`config.mk`:
```
export PLATFORM = sky130hd
export DESIGN_NAME = dfsc_ram
export DESIGN_NICKNAME = d
export VERILOG_FILES = /design/src/rtl/dfsc_ram.sv
export SDC_FILE = /design/constraint.sdc
export NUM_CORES = 2
export LEC_CHECK = 0
export BUFFER_PORTS_ARGS = -buffer_cell sky130_fd_sc_hd__clkbuf_2
export CAP_MARGIN = 20
export CORE_UTILIZATION = 65
export DETAILED_ROUTE_END_ITERATION = 10
export GPL_ROUTABILITY_DRIVEN = 0
export PLACE_DENSITY = 0.78
export REMOVE_ABC_BUFFERS = 1
export SLEW_MARGIN = 10
export SYNTH_ARGS = -nofsm -noshare
export SYNTH_HDL_FRONTEND = slang
export SYNTH_SLANG_ARGS = --single-unit
export TNS_END_PERCENT = 30
```
`constraint.sdc`:
```
create_clock -name i_clk -period 5 [get_ports i_clk]
set_clock_uncertainty 0.05 [all_clocks]
set_input_delay 1 -clock i_clk [delete_from_list [all_inputs] [get_ports i_clk]]
set_output_delay 1 -clock i_clk [all_outputs]
set_load 0.03 [all_outputs]
```
`src/rtl/dfsc_ram.sv`:
```
module dfsc_ram #(
    parameter int WIDTH = 8,
    parameter int DEPTH = 256
) (
    input  logic                     i_clk,
    input  logic                     i_we,
    input  logic [$clog2(DEPTH)-1:0] i_waddr,
    input  logic [WIDTH-1:0]         i_wdata,
    input  logic [$clog2(DEPTH)-1:0] i_raddr,
    output logic [WIDTH-1:0]         o_rdata
);

    logic [WIDTH-1:0] r_mem [DEPTH];
    logic [WIDTH-1:0] r_rdata;

    always_ff @(posedge i_clk) begin
        if (i_we) begin
            r_mem[i_waddr] <= i_wdata;
        end
        r_rdata <= r_mem[i_raddr];
    end

    assign o_rdata = r_rdata;

endmodule

```
Word-level counts from Yosys, hierarchy flattened
Memories as Yosys holds them, arrays and structs flattened. A register that Yosys moved wholly into a read port is not among the register bits.
Index checks and enable logic that the tools add are counted.

word-level totals
  output and inout bits = 8
  flip-flop bits (word level) = 0
  logic and storage cells = 3
  memories = 1
  input port bits = 26
  bits in writable memories = 2,048

memory list
  name   words  width  rd ports  clocked after Yosys merged registers in  wr ports  line  source
  r_mem  256    8      1         1                                        1         13    logic [WIDTH-1:0] r_mem [DEPTH];

cells by class
  mux-type cells = 2

operators by type and width
  cell               count
  1-bit two-way mux  2

Depth between registers and ports, before layout
  depth after elaboration = 2
  depth in mapped cells = 11
  gate-level depth less buffers = 6

Worst setup path after synthesis
No wires, ideal clock.

  path kind = input to register
  start point = input port i_raddr[0]
  end point = register r_rdata[2] (netlist: o_rdata[2]), read port of r_mem
  path slack = 2,012 ps
  setup time = 131 ps
  path buffers = 4
  data arrival time = 2,807 ps
  stages = 9
  data required time = 4,819 ps
  cells stage by stage = buf_6 buf_12 buf_8 buf_2 mux4_2 a22oi_1 a21oi_1 nor4_1 nor4_2

RTL lines
  item                line  source
  start: declaration  9     input logic [$clog2(DEPTH)-1:0] i_raddr,
  end: declaration    14    logic [WIDTH-1:0] r_rdata;

==> results.py <==
metrics = {
    "outcome": {
        "status": "finished clean",
    },
    "route": {
        "drt_pre_antenna_iters": 8,
        "drt_iter0_drc": 6728,
        "routed-via-count": 40918,
        "drc": 0,
        "postRouteAntennaNets": 0,
        "viasPerCell": 7.24,
        "wl_per_cell_microns": 35.4,
        "totalWireLength_mm": 200,
    },
    "grt": {
        "grt.total_usage_pct": 33.2,
        "grt.overflow.total": 0,
        "grt_pass1_vias": 41156,
        "antenna_found_initial": 8,
        "grt_max_degree": 138,
        "grt_pass1_wl_mm": 287,
    },
    "cts": {
        "numCtsBuffers": 190,
        "cts-root-buf": "clkbuf_16",
        "cts.sinks": 2056,
        "cts_tree": "yes",
        "worstSkewPairLatency_ps": 820,
        "post_cts_buffers": 0,
        "clk_pin_slew_ps": 60,
        "post_cts_resize_count": 0,
        "ctsHoldBuffers": 0,
        "htreeDepth": 4,
        "cts_buffer_depth": 3,
    },
    "sta": {
        "maxSlewHeadroom_pct": 20.0,
        "fin_crit_sh_pct": 76.1,
        "setup_tns_ps": 0,
        "hold_violations": 0,
        "slew_viol_final": 0,
        "fmax_ghz": 0.263,
        "max_slew.worst_pin.slew_ps": 1200,
        "finalCriticalPeriod_ps": 3810,
        "rsz0062_at_grt": "no",
        "fin_ws_ps": 1190,
        "setup_viol": 0,
    },
    "yosys": {
        "synthesis.area_sq_um": 79600,
        "ys_ff_latch": 2056,
        "yosysSeqAreaShare_pct": 77.5,
        "synth.distinct_cells": 55,
        "synth_area_per_cell_sq_um": 21.3,
        "yosysWarnings": 0,
        "netlist_instances": 3733,
    },
    "finish": {
        "nNetsFinal": 3904,
        "drive_gt1_share_pct": 22.9,
        "area_delta_synth_final_pct": 10.6,
        "fillCellCount": 6343,
    },
    "place": {
        "post-dp-hpwl_mm": 115,
        "dp_slack_ps": 143,
        "io_buffer_count": 33,
    },
    "worst_setup_path": {
        "cp.required_ps": 5630,
        "crit_path_start_kind": "input port",
        "cp_data_arrival_time_ps": 4440,
        "critical_path_class": "input port to flip-flop",
        "cp_max_fo": 22,
        "worstSetupEndpointType": "flip-flop",
    },
    "floorplan": {
        "dieArea_sq_um": 124000,
        "die_height_microns": 352,
        "dieWidth_microns": 352,
        "start_util_pct": 66.0,
        "rows": 127,
        "core-area_sq_um": 121000,
        "io_pins": 34,
    },
    "min_path": {
        "min_path_type": "input port to flip-flop",
    },
    "pwr": {
        "seqPwrFrac_pct": 54.2,
        "irDropWorstVdd_mv": 0.454,
        "p_int_w": 0.0276,
        "p_comb_share_pct": 5.0,
        "swShare_pct": 21.3,
        "p_switching_w": 0.00748,
        "p_leak_nw": 27.3,
        "pwr_density_cell_nw_per_um2": 399,
        "clkPwrFrac_pct": 40.8,
    },
    "run": {
        "maxCapViolations": 0,
    },
}
[cell usage after synthesis (all sizes together)]
| library cell | count | area [sq um] |
|---|---|---|
| edfxtp | 2048 | 61500 |
| mux4 | 456 | 10300 |
| nor2 | 282 | 1060 |
| mux2i | 134 | 1340 |
| a22oi | 133 | 998 |
| buf | 122 | 1030 |
| clkbuf | 111 | 417 |
| a21oi | 96 | 480 |
| o221ai | 47 | 418 |
| nand3 | 34 | 170 |
| nand2 | 33 | 124 |
| nor2b | 31 | 194 |
| o22ai | 28 | 175 |
| nor4 | 27 | 188 |
| nor3 | 22 | 110 |
| a211oi | 16 | 120 |
| a221oi | 14 | 129 |
| o21ai | 12 | 60.1 |
| nand4 | 10 | 62.6 |
| o211ai | 10 | 75.1 |
| a22o | 8 | 70.1 |
| dfxtp | 8 | 160 |
| nand2b | 8 | 50.1 |
| and2 | 6 | 37.5 |
| a2111oi | 5 | 52.6 |
| o22a | 5 | 43.8 |
| o32ai | 5 | 51.3 |
| or2 | 4 | 25.0 |
| a311oi | 2 | 17.5 |
| a31oi | 2 | 12.5 |
| and3b | 2 | 17.5 |
| nand3b | 2 | 15.0 |
| a21boi | 1 | 7.51 |
| and3 | 1 | 6.26 |
| clkinv | 1 | 3.75 |
| inv | 1 | 3.75 |
| mux2 | 1 | 11.3 |
| nor3b | 1 | 7.51 |
| nor4b | 1 | 8.76 |
| o311ai | 1 | 8.76 |
| or2b | 1 | 7.51 |
| or3b | 1 | 8.76 |
[state kept, by name, summed over array words and instances, names as in the netlist]
| signal | flops |
|---|---|
| o_rdata | 8 |
| r_mem | 2048 |
[metrics by stage]
stage	cell area, sq um	utilization [%]	hold WS, ps	power, W	instances
2_1_floorplan	78100	-	713	0.0201	3500
3_3_place_gp	81900	67.9	926	0.0211	5297
3_5_place_dp	81900	67.9	935	0.0211	5298
4_1_cts	88000	73.0	718	0.0351	5649
5_1_grt	88000	73.0	756	0.0358	5649
6_report	88000	73.0	756	0.0351	5650
[worst paths after layout]
check	start	slack, ps	end	cells after the start
max	i_raddr[4]	1190	o_rdata[2]$_DFF_P_	9
min	i_wdata[4]	760	r_mem[86][4]$_DFFE_PP_	1
max reg2reg	r_mem[66][2]$_DFFE_PP_	2000	o_rdata[2]$_DFF_P_	6
min reg2reg	r_mem[32][5]$_DFFE_PP_	990	o_rdata[5]$_DFF_P_	6
[cells by family after synthesis]
group / after synthesis / share of synthesized area (%)
buffers and inverters: 235 / 1.83
muxes: 591 / 14.6
AOI/OAI and AO/OA: 385 / 3.42
and+or+nand+nor: 466 / 2.63
DFF: 2056 / 77.5
[layout by cell type, fill, tap and decap left out, drive strengths merged, types with 47 or more instances in the layout]
cell,count
clkbuf,268
clkinv,83
a21oi,96
edfxtp,2048
buf,157
nor2,282
o221ai,47
mux4,456
a22oi,133
mux2i,134
[worst max-delay path: stages]
cell and delay, ps:
clkbuf_2 530, buf_12 400, nor4b_2 650, a21oi_1 140, o211ai_1 130, a21oi_1 250, nor4_1 990, buf_4 250
nor4_2 40
[routing by layer]
metal	vias up	GRT usage [%]	wire, microns
li1	15965	-	-
met1	21156	46.0	71000
met2	3203	51.2	95100
met3	578	7.76	24100
met4	16	15.0	9740
met5	-	0	105
[power groups by stage]
stage | clock (W) | sequential (W) | combinational (W)
2_1_floorplan | 0 | 0.0194 | 0.000667
3_3_place_gp | 0 | 0.0194 | 0.00168
3_5_place_dp | 0 | 0.0194 | 0.00171
4_1_cts | 0.0143 | 0.0190 | 0.00173
5_1_grt | 0.0149 | 0.0190 | 0.00181
6_report | 0.0143 | 0.0190 | 0.00176
[final cells by class]
| cell class | instances | area, sq um | area share, % |
|---|---|---|---|
| sequential | 2056 | 61700 | 70.1 |
| multi-input combinational | 1442 | 16500 | 18.7 |
| clock buffer | 239 | 5070 | 5.76 |
| tap | 1612 | 2020 | 2.29 |
| timing repair buffer | 186 | 1730 | 1.97 |
| clock inverter | 112 | 1030 | 1.17 |
| inverter | 2 | 7.51 | 0.00853 |
| antenna | 1 | 2.50 | 0.00284 |
Power figures use the tool's default switching activity.
